## src/hdl/dssc_pkg.sv

```systemverilog
package dssc_pkg;

	localparam int SAMPLE_W   = 16;
	localparam int COEF_W     = 18;
	localparam int STATE_W    = 40;
	localparam int LO_W       = STATE_W / 2;
	localparam int OPND_W     = LO_W + 1;
	localparam int PROD_W     = COEF_W + OPND_W;
	localparam int ACC_W      = 64;
	localparam int FRAC_SHIFT = 16;
	localparam int SHIFT_W    = $clog2(LO_W + 2);
	localparam int NUM_OPS    = 13;
	localparam int CNT_W      = $clog2(NUM_OPS + 1);
	localparam int REG_IDX_W  = 3;

	localparam logic [REG_IDX_W-1:0] REG_POLE_REAL     = 3'd0;
	localparam logic [REG_IDX_W-1:0] REG_POLE_IMAG     = 3'd1;
	localparam logic [REG_IDX_W-1:0] REG_OUT_COEF_REAL = 3'd2;
	localparam logic [REG_IDX_W-1:0] REG_OUT_COEF_IMAG = 3'd3;
	localparam logic [REG_IDX_W-1:0] REG_SKIP_GAIN     = 3'd4;

	typedef struct packed {
		logic signed [COEF_W-1:0] pole_real;
		logic signed [COEF_W-1:0] pole_imag;
		logic signed [COEF_W-1:0] out_coef_real;
		logic signed [COEF_W-1:0] out_coef_imag;
		logic signed [COEF_W-1:0] skip_gain;
	} cfg_t;

	typedef struct packed {
		logic signed [SAMPLE_W-1:0] sample;
		logic                       seq_start;
	} item_t;

	typedef enum logic [2:0] {
		C_AR = 3'd0,
		C_AI = 3'd1,
		C_CR = 3'd2,
		C_CI = 3'd3,
		C_D  = 3'd4
	} coef_sel_t;

	typedef enum logic [2:0] {
		O_XR = 3'd0,
		O_XI = 3'd1,
		O_HR = 3'd2,
		O_HI = 3'd3,
		O_U  = 3'd4
	} opnd_sel_t;

	typedef struct packed {
		coef_sel_t           coef;
		opnd_sel_t           opnd;
		logic                hi;
		logic [SHIFT_W-1:0]  shift;
		logic                neg;
		logic                first;
	} op_t;

	localparam logic [SHIFT_W-1:0] SH_LO    = '0;
	localparam logic [SHIFT_W-1:0] SH_HI    = SHIFT_W'(LO_W);
	localparam logic [SHIFT_W-1:0] SH_LO_X2 = SHIFT_W'(1);
	localparam logic [SHIFT_W-1:0] SH_HI_X2 = SHIFT_W'(LO_W + 1);

	// partial product schedule: p = ar*xr - ai*xi, q = ar*xi + ai*xr,
	// s = 2*(cr*hr - ci*hi) + d*u
	function automatic op_t op_decode(input logic [CNT_W-1:0] idx);
		op_t op;
		unique case (idx)
			4'd0:    op = '{C_AR, O_XR, 1'b0, SH_LO,    1'b0, 1'b1};
			4'd1:    op = '{C_AR, O_XR, 1'b1, SH_HI,    1'b0, 1'b0};
			4'd2:    op = '{C_AI, O_XI, 1'b0, SH_LO,    1'b1, 1'b0};
			4'd3:    op = '{C_AI, O_XI, 1'b1, SH_HI,    1'b1, 1'b0};
			4'd4:    op = '{C_AR, O_XI, 1'b0, SH_LO,    1'b0, 1'b1};
			4'd5:    op = '{C_AR, O_XI, 1'b1, SH_HI,    1'b0, 1'b0};
			4'd6:    op = '{C_AI, O_XR, 1'b0, SH_LO,    1'b0, 1'b0};
			4'd7:    op = '{C_AI, O_XR, 1'b1, SH_HI,    1'b0, 1'b0};
			4'd8:    op = '{C_CR, O_HR, 1'b0, SH_LO_X2, 1'b0, 1'b1};
			4'd9:    op = '{C_CR, O_HR, 1'b1, SH_HI_X2, 1'b0, 1'b0};
			4'd10:   op = '{C_CI, O_HI, 1'b0, SH_LO_X2, 1'b1, 1'b0};
			4'd11:   op = '{C_CI, O_HI, 1'b1, SH_HI_X2, 1'b1, 1'b0};
			4'd12:   op = '{C_D,  O_U,  1'b0, SH_LO,    1'b0, 1'b0};
			default: op = '{C_AR, O_XR, 1'b0, SH_LO,    1'b0, 1'b1};
		endcase
		return op;
	endfunction

endpackage

```

## src/hdl/dssc_front.sv

```systemverilog
module dssc_front (
	input  logic                                         clk,
	input  logic                                         arst_n,
	input  logic                                         push,
	output logic                                         full,
	input  logic signed [dssc_pkg::SAMPLE_W-1:0]         sample_in,
	input  logic                                         seq_start,
	output logic                                         item_valid,
	output dssc_pkg::item_t                              item,
	input  logic                                         item_take
);

	dssc_pkg::item_t q_mem [2];
	logic            wr_ptr_q;
	logic            rd_ptr_q;
	logic [1:0]      count_q;
	logic            push_ok;
	logic            take_ok;

	assign full       = (count_q == 2'd2);
	assign item_valid = (count_q != 2'd0);
	assign item       = q_mem[rd_ptr_q];
	assign push_ok    = push && !full;
	assign take_ok    = item_take && item_valid;

	always_ff @(posedge clk or negedge arst_n) begin
		if (!arst_n) begin
			wr_ptr_q <= 1'b0;
			rd_ptr_q <= 1'b0;
			count_q  <= 2'd0;
		end else begin
			if (push_ok) begin
				wr_ptr_q <= ~wr_ptr_q;
			end
			if (take_ok) begin
				rd_ptr_q <= ~rd_ptr_q;
			end
			if (push_ok && !take_ok) begin
				count_q <= count_q + 2'd1;
			end else if (!push_ok && take_ok) begin
				count_q <= count_q - 2'd1;
			end
		end
	end

	always_ff @(posedge clk) begin
		if (push_ok) begin
			q_mem[wr_ptr_q] <= '{sample: sample_in, seq_start: seq_start};
		end
	end

endmodule

```

## src/hdl/dssc_back.sv

```systemverilog
module dssc_back (
	input  logic                                 clk,
	input  logic                                 arst_n,
	input  dssc_pkg::cfg_t                       cfg,
	input  logic                                 item_valid,
	input  dssc_pkg::item_t                      item,
	output logic                                 item_take,
	output logic                                 empty,
	input  logic                                 pop,
	output logic signed [dssc_pkg::SAMPLE_W-1:0] sample_out
);

	localparam int SAMPLE_W = dssc_pkg::SAMPLE_W;
	localparam int COEF_W   = dssc_pkg::COEF_W;
	localparam int STATE_W  = dssc_pkg::STATE_W;
	localparam int LO_W     = dssc_pkg::LO_W;
	localparam int OPND_W   = dssc_pkg::OPND_W;
	localparam int PROD_W   = dssc_pkg::PROD_W;
	localparam int ACC_W    = dssc_pkg::ACC_W;
	localparam int CNT_W    = dssc_pkg::CNT_W;
	localparam int SHIFT_W  = dssc_pkg::SHIFT_W;

	localparam logic signed [ACC_W-1:0] ROUND_HALF = ACC_W'(1) << (dssc_pkg::FRAC_SHIFT - 1);
	localparam logic [CNT_W-1:0] CNT_LAST    = CNT_W'(dssc_pkg::NUM_OPS);
	localparam logic [CNT_W-1:0] CNT_FIN_P   = CNT_W'(5);
	localparam logic [CNT_W-1:0] CNT_FIN_Q   = CNT_W'(9);

	typedef enum logic [2:0] {
		ST_IDLE = 3'b001,
		ST_RUN  = 3'b010,
		ST_FIN  = 3'b100
	} state_t;

	function automatic logic signed [STATE_W-1:0] sat_state(input logic signed [ACC_W-1:0] v);
		logic [ACC_W-STATE_W:0] top;
		top = v[ACC_W-1:STATE_W-1];
		if (&top || !(|top)) begin
			return v[STATE_W-1:0];
		end else if (v[ACC_W-1]) begin
			return {1'b1, {(STATE_W-1){1'b0}}};
		end else begin
			return {1'b0, {(STATE_W-1){1'b1}}};
		end
	endfunction

	function automatic logic signed [SAMPLE_W-1:0] sat_sample(input logic signed [ACC_W-1:0] v);
		logic [ACC_W-SAMPLE_W:0] top;
		top = v[ACC_W-1:SAMPLE_W-1];
		if (&top || !(|top)) begin
			return v[SAMPLE_W-1:0];
		end else if (v[ACC_W-1]) begin
			return {1'b1, {(SAMPLE_W-1){1'b0}}};
		end else begin
			return {1'b0, {(SAMPLE_W-1){1'b1}}};
		end
	endfunction

	state_t                       state_q;
	logic [CNT_W-1:0]             cnt_q;
	logic                         pv_s1;
	logic                         out_full_q;
	logic signed [STATE_W-1:0]    xr_q;
	logic signed [STATE_W-1:0]    xi_q;
	logic signed [STATE_W-1:0]    hr_new_q;
	logic signed [STATE_W-1:0]    hi_new_q;
	logic signed [SAMPLE_W-1:0]   u_q;
	logic signed [SAMPLE_W-1:0]   out_q;
	logic signed [PROD_W-1:0]     prod_s1;
	logic [SHIFT_W-1:0]           shift_s1;
	logic                         neg_s1;
	logic                         first_s1;
	logic signed [ACC_W-1:0]      acc_q;

	dssc_pkg::op_t                op;
	logic                         issue;
	logic signed [COEF_W-1:0]     coef_mux;
	logic signed [STATE_W-1:0]    state_mux;
	logic signed [OPND_W-1:0]     opnd_mux;
	logic signed [PROD_W-1:0]     prod_c;
	logic signed [ACC_W-1:0]      term_c;
	logic signed [ACC_W-1:0]      signed_term_c;
	logic signed [ACC_W-1:0]      rnd_c;
	logic signed [STATE_W-1:0]    hr_sat_c;
	logic signed [STATE_W-1:0]    hi_sat_c;
	logic signed [SAMPLE_W-1:0]   y_sat_c;
	logic                         write_out;

	assign item_take  = (state_q == ST_IDLE) && item_valid;
	assign empty      = !out_full_q;
	assign sample_out = out_q;
	assign write_out  = (state_q == ST_FIN) && !out_full_q;
	assign issue      = (state_q == ST_RUN) && (cnt_q < CNT_LAST);
	assign op         = dssc_pkg::op_decode(cnt_q);

	always_comb begin
		case (op.coef)
			dssc_pkg::C_AR: coef_mux = cfg.pole_real;
			dssc_pkg::C_AI: coef_mux = cfg.pole_imag;
			dssc_pkg::C_CR: coef_mux = cfg.out_coef_real;
			dssc_pkg::C_CI: coef_mux = cfg.out_coef_imag;
			dssc_pkg::C_D:  coef_mux = cfg.skip_gain;
			default:        coef_mux = '0;
		endcase
		case (op.opnd)
			dssc_pkg::O_XR: state_mux = xr_q;
			dssc_pkg::O_XI: state_mux = xi_q;
			dssc_pkg::O_HR: state_mux = hr_new_q;
			dssc_pkg::O_HI: state_mux = hi_new_q;
			default:        state_mux = '0;
		endcase
		if (op.opnd == dssc_pkg::O_U) begin
			opnd_mux = OPND_W'(u_q);
		end else if (op.hi) begin
			opnd_mux = OPND_W'($signed(state_mux[STATE_W-1:LO_W]));
		end else begin
			opnd_mux = $signed({1'b0, state_mux[LO_W-1:0]});
		end
	end

	assign prod_c        = coef_mux * opnd_mux;
	assign term_c        = ACC_W'(prod_s1) <<< shift_s1;
	assign signed_term_c = neg_s1 ? -term_c : term_c;
	assign rnd_c         = (acc_q + ROUND_HALF) >>> dssc_pkg::FRAC_SHIFT;
	assign hr_sat_c      = sat_state(rnd_c + ACC_W'(u_q));
	assign hi_sat_c      = sat_state(rnd_c);
	assign y_sat_c       = sat_sample(rnd_c);

	always_ff @(posedge clk or negedge arst_n) begin
		if (!arst_n) begin
			state_q    <= ST_IDLE;
			cnt_q      <= '0;
			pv_s1      <= 1'b0;
			out_full_q <= 1'b0;
			xr_q       <= '0;
			xi_q       <= '0;
		end else begin
			pv_s1 <= issue;
			if (pop && out_full_q) begin
				out_full_q <= 1'b0;
			end
			unique case (state_q)
				ST_IDLE: begin
					if (item_valid) begin
						cnt_q   <= '0;
						state_q <= ST_RUN;
						if (item.seq_start) begin
							xr_q <= '0;
							xi_q <= '0;
						end
					end
				end
				ST_RUN: begin
					cnt_q <= cnt_q + CNT_W'(1);
					if (cnt_q == CNT_LAST) begin
						state_q <= ST_FIN;
					end
				end
				ST_FIN: begin
					if (write_out) begin
						out_full_q <= 1'b1;
						xr_q       <= hr_new_q;
						xi_q       <= hi_new_q;
						state_q    <= ST_IDLE;
					end
				end
				default: begin
					state_q <= ST_IDLE;
				end
			endcase
		end
	end

	always_ff @(posedge clk) begin
		if (item_take) begin
			u_q <= item.sample;
		end
		if (issue) begin
			prod_s1  <= prod_c;
			shift_s1 <= op.shift;
			neg_s1   <= op.neg;
			first_s1 <= op.first;
		end
		if (pv_s1) begin
			acc_q <= first_s1 ? signed_term_c : acc_q + signed_term_c;
		end
		if (state_q == ST_RUN && cnt_q == CNT_FIN_P) begin
			hr_new_q <= hr_sat_c;
		end
		if (state_q == ST_RUN && cnt_q == CNT_FIN_Q) begin
			hi_new_q <= hi_sat_c;
		end
		if (write_out) begin
			out_q <= y_sat_c;
		end
	end

endmodule

```

## src/hdl/diagonal_state_space_channel_unit.sv

```systemverilog
// One channel of a diagonal complex state-space layer. Each input sample u
// updates the complex state x = a*x + u (cleared first when seq_start is set)
// and gives one output y = 2*Re(c*x) + d*u, rounded and saturated to Q3.12.
// The pole a, the coefficient c and the gain d are signed Q1.16 registers,
// reset to zero; the user must write them only while the block is idle, and
// the block does not enforce this. Writes to other indices are dropped.
// A sample passes through a load step, thirteen partial products issued
// through a single 18x21 multiplier into a 64-bit accumulator plus a final
// accumulate, and a result write. A two-entry input queue and a one-entry
// result register let new samples enter while a result waits to be popped.
module diagonal_state_space_channel_unit (
	input  logic                                  clk,
	input  logic                                  arst_n,
	input  logic                                  push,
	output logic                                  full,
	input  logic signed [dssc_pkg::SAMPLE_W-1:0]  sample_in,
	input  logic                                  seq_start,
	output logic                                  empty,
	input  logic                                  pop,
	output logic signed [dssc_pkg::SAMPLE_W-1:0]  sample_out,
	input  logic                                  cfg_valid,
	output logic                                  cfg_ready,
	input  logic [dssc_pkg::REG_IDX_W-1:0]        cfg_index,
	input  logic [dssc_pkg::COEF_W-1:0]           cfg_data
);

	dssc_pkg::cfg_t  cfg_q;
	dssc_pkg::item_t item;
	logic            item_valid;
	logic            item_take;

	assign cfg_ready = 1'b1;

	always_ff @(posedge clk or negedge arst_n) begin
		if (!arst_n) begin
			cfg_q <= '0;
		end else if (cfg_valid && cfg_ready) begin
			unique case (cfg_index)
				dssc_pkg::REG_POLE_REAL:     cfg_q.pole_real     <= $signed(cfg_data);
				dssc_pkg::REG_POLE_IMAG:     cfg_q.pole_imag     <= $signed(cfg_data);
				dssc_pkg::REG_OUT_COEF_REAL: cfg_q.out_coef_real <= $signed(cfg_data);
				dssc_pkg::REG_OUT_COEF_IMAG: cfg_q.out_coef_imag <= $signed(cfg_data);
				dssc_pkg::REG_SKIP_GAIN:     cfg_q.skip_gain     <= $signed(cfg_data);
				default: begin
				end
			endcase
		end
	end

	dssc_front u_front (
		.clk        (clk),
		.arst_n     (arst_n),
		.push       (push),
		.full       (full),
		.sample_in  (sample_in),
		.seq_start  (seq_start),
		.item_valid (item_valid),
		.item       (item),
		.item_take  (item_take)
	);

	dssc_back u_back (
		.clk        (clk),
		.arst_n     (arst_n),
		.cfg        (cfg_q),
		.item_valid (item_valid),
		.item       (item),
		.item_take  (item_take),
		.empty      (empty),
		.pop        (pop),
		.sample_out (sample_out)
	);

endmodule

```

## config.mk

```make
export PLATFORM = sky130hd
export DESIGN_NAME = diagonal_state_space_channel_unit
export DESIGN_NICKNAME = d
export VERILOG_FILES = /design/src/hdl/dssc_pkg.sv /design/src/hdl/dssc_front.sv /design/src/hdl/dssc_back.sv /design/src/hdl/diagonal_state_space_channel_unit.sv
export SDC_FILE = /design/constraint.sdc
export NUM_CORES = 2
export LEC_CHECK = 0
export ABC_AREA = 1
export BUFFER_PORTS_ARGS = -buffer_cell sky130_fd_sc_hd__buf_2
export CORE_AREA = 2 2 341 343
export CTS_BUF_LIST = sky130_fd_sc_hd__clkbuf_8
export DETAILED_ROUTE_END_ITERATION = 10
export DIE_AREA = 0 0 343 345
export SLEW_MARGIN = 20
export SYNTH_ARGS = -nofsm -noshare
export SYNTH_HDL_FRONTEND = slang
export SYNTH_SLANG_ARGS = --single-unit
```

## constraint.sdc

```tcl
create_clock -name clk -period 8 [get_ports clk]
set_clock_uncertainty 0.2 [all_clocks]
set_input_delay 0.4 -clock clk [delete_from_list [all_inputs] [get_ports clk]]
set_output_delay 0.4 -clock clk [all_outputs]
set_load 0.02 [all_outputs]
```

# After elaboration in Yosys (flattened, before gate mapping)
# Memory sizes are Yosys's and may differ from the RTL's.
# Index checks and enable logic that the tools add are counted.
classes:
  add_sub_neg: 7
  mul: 1
  magnitude_cmp: 1
  n_eq_ne: 23
  n_shift: 1
  n_mux: 31
  bitwise_logic: 2
  n_reduce_logical: 41
op_table:
  columns: ["cell", "count"]
  rows:
  - ["two-way mux 40 bit", 8]
  - ["case mux 40 bit (2 select lines)", 2]
  - ["case mux 40 bit (4 select lines)", 1]
  - ["two-way mux 64 bit", 2]
  - ["case mux 18 bit (5 select lines)", 1]
  - ["adder 64 x 17 -> 64 bit, second input constant", 1]
  - ["adder 64 bit", 1]
  - ["negation 64 bit", 1]
  - ["<<< shifter 39 x 5 -> 64 bit", 1]
  - ["adder 48 x 16 -> 49 bit", 1]
  - ["two-way mux 21 bit", 2]
  - ["multiplier 18 x 21 -> 39 bit", 1]
  - ["AND reduction 33 bit", 1]
  - ["OR reduction 33 bit", 1]
  - ["two-way mux 16 bit", 2]
  - ["AND reduction 25 bit", 1]
  - ["OR reduction 25 bit", 1]
  - ["== test 3 x 2 -> 1 bit, second input constant", 7]
  - ["== test 3 x 1 -> 1 bit, second input constant", 4]
  - ["== test 3 bit, second input constant", 4]
  - ["AND reduction 2 bit", 6]
  - ["logical AND 1 bit", 10]
  - ["zero test 3 bit", 3]
  - ["two-way mux 3 bit", 3]
  - ["other kinds (22)", 42]
totals:
  ff_bits: 405
  ram_bits: 34
  mem_bits_ro: 192
  output_inout_bits: 19
  memories: 2
mem_list:
  columns: ["memory", "words", "word_bits", "rd", "rd_ports_with_merged_regs", "write_ports", "line_no", "text"]
  rows:
  - ["(no name shown)", 16, 12, 1, 0, 0, "dssc_pkg.sv:69", "unique case (idx)"]
  - ["u_front.q_mem", 2, 17, 1, 0, 1, "dssc_front.sv:13", "dssc_pkg::item_t q_mem [2];"]

# Depth between registers and ports, before layout
depth:
  word_depth: 7
  depth_mapped: 39
  depth_no_buf: 37

# Hierarchy
# Synthesis repeated with hierarchy kept, for this count alone.
unflattened:
  hier_cells: 6230
  area_unflattened_um2: 45917.8
by_module_without_submodules:
  columns: ["mod", "n_inst", "cells_each", "area_each_um2"]
  rows:
  - ["dssc_back", 1, 5710, 40625.2]
  - ["diagonal_state_space_channel_unit", 1, 400, 3687.3]
  - ["dssc_front", 1, 120, 1605.3]

# Worst setup path before layout
# OpenSTA, ideal clock, no wires.
synth_path:
  path_type: "register -> register"
  start: "register u_back.cnt_q[2]"
  end: "register u_back.prod_s1[37], data pin"
  setup_ps: 252
  t_arrival_ps: 6968
  setup_slack_ps: 579
  path_stages_with_launch: 34
  n_path_buf: 2
  period_less_slack_ps: 7421
  cell_sequence: "dfrtp_1 inv_1 ha_1 o21ai_0 nand2_1 clkbuf_1 o22ai_1 a221oi_1 o21ai_1 nand2_2 inv_1 buf_2 nand2_1 fa_1 inv_1 fa_1 ha_1 inv_1 fa_1 inv_1 fa_1 inv_1 fa_1 inv_1 ha_1 nand2_1 nor4_1 nand3_1 nand3_1 nand2_1 o211ai_1 a21oi_1 nand2_1 nand2_1"
synth_via:
  elab_chain_len: 6
synth_rtl:
  columns: ["item", "line_no", "text"]
  rows:
  - ["start, declared", "dssc_back.sv:59", "logic [CNT_W-1:0] cnt_q;"]
  - ["start signal, assigned", "dssc_back.sv:153", "cnt_q <= cnt_q + CNT_W'(1);"]
  - ["memory read (16 x 12 bit) *", null, null]
  - ["== test 3 x 2 -> 1 bit (tied with other cells)", "dssc_back.sv:104", "case (op.opnd)"]
  - ["case mux 40 bit (4 select lines)", "dssc_back.sv:104", null]
  - ["two-way mux 21 bit", "dssc_back.sv:113", "end else if (op.hi) begin"]
  - ["two-way mux 21 bit", "dssc_back.sv:111", "if (op.opnd == dssc_pkg::O_U) begin"]
  - ["multiplier 18 x 21 -> 39 bit *", "dssc_back.sv:120", "assign prod_c = coef_mux * opnd_mux;"]
  - ["via u_back.prod_c[37]", "dssc_back.sv:79", "logic signed [PROD_W-1:0] prod_c;"]
  - ["end signal, assigned", "dssc_back.sv:178", "prod_s1 <= prod_c;"]
  - ["end, declared", "dssc_back.sv:68", "logic signed [PROD_W-1:0] prod_s1;"]
# The timed path passes the listed nets; every way through them passes the cells marked *.
# A chain may end at the register's enable or synchronous reset.

# Worst setup path in the final report
layout_path:
  start: "register u_back.cnt_q[1]"
  end: "register u_back.prod_s1[33], data pin"
# Same word-level chain as after synthesis.

==> results.toml <==
[outcome]
status = "complete, no violations"

[floorplanning]
fp.dieW_um = 343
io_pins = 62
coreArea_um2 = 115000
fp.dieH_um = 345
die-area_um2 = 118000
fp-row-count = 125
start_util = 0.396

[critical_path]
critPathTopFamily = "adder cells"
max_stage_delay_ns = 0.57
reg2reg_from = "u_back.cnt_q[1]$_DFFE_PN0P_"
required_ns = 8.29
worstPathArrival_ns = 7.96
crit_fanout = 18
worstPathBufferInverterCount = 11
end_kind = "flip-flop"
crit_path_frequent_cell = "buf_4"
crit_start = "u_back.cnt_q[1]$_DFFE_PN0P_"
slowest_stage = "fa_1"
startpoint_type = "flip-flop"
worstSetupPathType = "flip-flop to flip-flop"

[sta]
period_share = 0.959
worstMarginPinSlew_ns = 0.995
hold_violations = 0
fmax_ghz = 0.130
slew_headroom = 0.331
whs_ns = 0.0666
min_period_ns = 7.67
drv_slew = 0
setup_viol = 0

[place]
dpl.hpwl_mm = 130
gp_congestion = 1.01
io_buffer_count = 60
placedCellCount = 7739

[detailed_routing]
viasPerCell = 5.22
vias = 41600
drtAntennaViolNets = 0
drcViolationCount = 0
drtPass1Iterations = 6
drt_iter0_drc = 3918
wl_per_cell_um = 20.2
wirelength_mm = 161

[synth]
synthesis.area_um2 = 45600
synth.distinct_cells = 63
async_flop_share = 0.420
ys_ff_latch = 436
yosysWarningCount = 0
avgSynthCellArea_um2 = 7.38
synth_nets = 6812
syn_inst = 6171
synth_ff_type = "edfxtp_1"
synth_edf_count = 253
yosysSeqAreaShare = 0.267

[cts]
clk_latency_ns = 0.80
clock_path_buffers = 3
path_clk_slew_ns = 0.06
clock_sinks = 436
cts-root-buf = "clkbuf_8"
htreeDepth = 3
cts_tree = "yes"
cts_inserted_buffers = 82

[cells_and_area]
drive_above_1_share = 0.0904
instances_no_fill = 7954
area_growth_pct = 11.2
layout.nets = 7004

[grt]
grt_pass1_wl_mm = 245
grt_pass1_vias = 40500
grt-ovfl-total = 0
antenna_found_initial = 4
grt_max_degree = 64
grt_use_total = 0.273

[min_path]
min_from = "cfg_index[0]"
hold_class = "input pin to flip-flop"

[job]
max-cap-violations = 0
worst paths after layout:
kind	cells after the start	endpoint	slack (ns)
max	32	u_back.prod_s1[33]$_DFFE_PP_	0.33
min	5	cfg_q[18]$_DFFE_PN0P_	0.07
max reg2reg	32	u_back.prod_s1[33]$_DFFE_PP_	0.33
min reg2reg	2	cfg_q[5]$_DFFE_PN0P_	0.29
max in group asynchronous	5	u_back.xr_q[8]$_DFFE_PN0P_	5.25
min in group asynchronous	3	cfg_q[89]$_DFFE_PN0P_	0.50
through the flow:
step | setup TNS [ns] | worst slack, ns | cell area, um^2 | utilization
2_1_floorplan | 0 | 0.579 | 45600 | -
3_3_place_gp | 0 | 0.0889 | 48200 | 0.419
3_5_place_dp | 0 | 0.0513 | 48200 | 0.419
4_1_cts | 0 | 0.0206 | 50300 | 0.437
5_1_grt | -0.145 | -0.0486 | 50700 | 0.440
6_report | 0 | 0.326 | 50700 | 0.440
logic make-up (layout without fill, tap and decap cells):
family                     count (synthesis)  in the layout  synth area share
muxes                                      1              1          0.000302
and+or+nand+nor                         2807           2807             0.254
AOI/OAI and AO/OA                        865            865             0.106
DFF                                      436            436             0.267
buffers and inverters                   1305           1562             0.113
other                                      1              3         0.0000823
xor gates and xnor gates                 158            158            0.0317
adders and majority gates                598            598             0.227
registers in the layout, indices dropped and copies added, names as in the netlist, 16 cells and up:
| register | cells |
|---|---|
| cfg_q | 90 |
| u_back.xi_q | 40 |
| u_back.acc_q | 64 |
| u_back.hi_new_q | 40 |
| u_back.u_q | 16 |
| u_back.sample_out | 16 |
| u_back.prod_s1 | 39 |
| u_back.hr_new_q | 40 |
| u_back.xr_q | 40 |
| u_front.q_mem | 34 |
cells in the final DEF, fill, tap and decap left out, types with 22 or more instances in the layout:
master and instances:
o22ai_1 81, nor3_1 44, buf_4 154, nand2_1 1783, o21ai_1 55, buf_2 59
o21bai_1 22, fa_1 376, nand3_1 235, inv_1 1115, edfxtp_1 253, o21ai_2 24
nand2_2 34, xnor2_1 59, nand4_1 62, xor2_1 91, o21ai_0 363, nor2_1 519
inv_2 32, ha_1 214, clkbuf_8 89, nor2_2 27, or2_2 24, a22oi_1 23
a21oi_1 206, dfrtp_1 180, dlygate4sd3_1 42
synthesized netlist by cell type (24+ instances only):
master,count,area share
nand2_1,1792,0.15
inv_1,1094,0.090
nor2_1,524,0.043
o21ai_0,381,0.042
fa_1,379,0.17
edfxtp_1,253,0.17
nand3_1,235,0.026
ha_1,219,0.060
a21oi_1,213,0.023
dfrtp_1,182,0.10
xor2_1,91,0.017
o22ai_1,81,0.011
clkbuf_1,75,0.0062
nand4_1,62,0.0085
xnor2_1,59,0.011
buf_2,51,0.0056
nor3_1,45,0.0049
o21ai_1,40,0.0044
inv_2,28,0.0023
nand2_2,27,0.0037
o21ai_2,25,0.0048
nor2_2,24,0.0033
or2_2,24,0.0033
worst reg2reg max path: cells and delay by family, from the launching register on:
kind,cells,cell delay [ns]
flip-flops,1,0.40
buffers and inverters,11,1.76
AO/OA/AOI/OAI,5,0.88
adder cells (fa/ha/maj),8,3.32
AND/OR/NAND/NOR,7,0.73
XOR/XNOR,1,0.13
repair_timing:
item | 4_1_cts | 5_1_grt
gates resized for setup | 2 | 88
endpoints found under the hold margin | 210 | 0
hold buffers | 43 | 0
pin swaps | 0 | 7
buffers inserted | 0 | 19
setup endpoints to repair | 2 | 24
gates cloned | 0 | 2
per-layer routing:
layer	up-vias	track usage	routed length [um]
li1	19800	-	-
met1	20100	0.378	70500
met2	1461	0.435	73800
met3	266	0.0317	10000
met4	0	0.104	6570
met5	-	0	0
cell type report:
cell class              count  area, um^2
diodes                      2        5.00
clock buffers              88        1210
clock inverters            61         387
fillers                 12000       64400
inverters                1135        4290
multi-input cells        4430       28500
flip-flops and latches    436       12200
well taps                1524        1910
repair buffers            276        2210
repair inverters            2        15.0
Power is not shown: default switching activity piles up to over one toggle a cycle in this logic, so the estimate is an artifact.
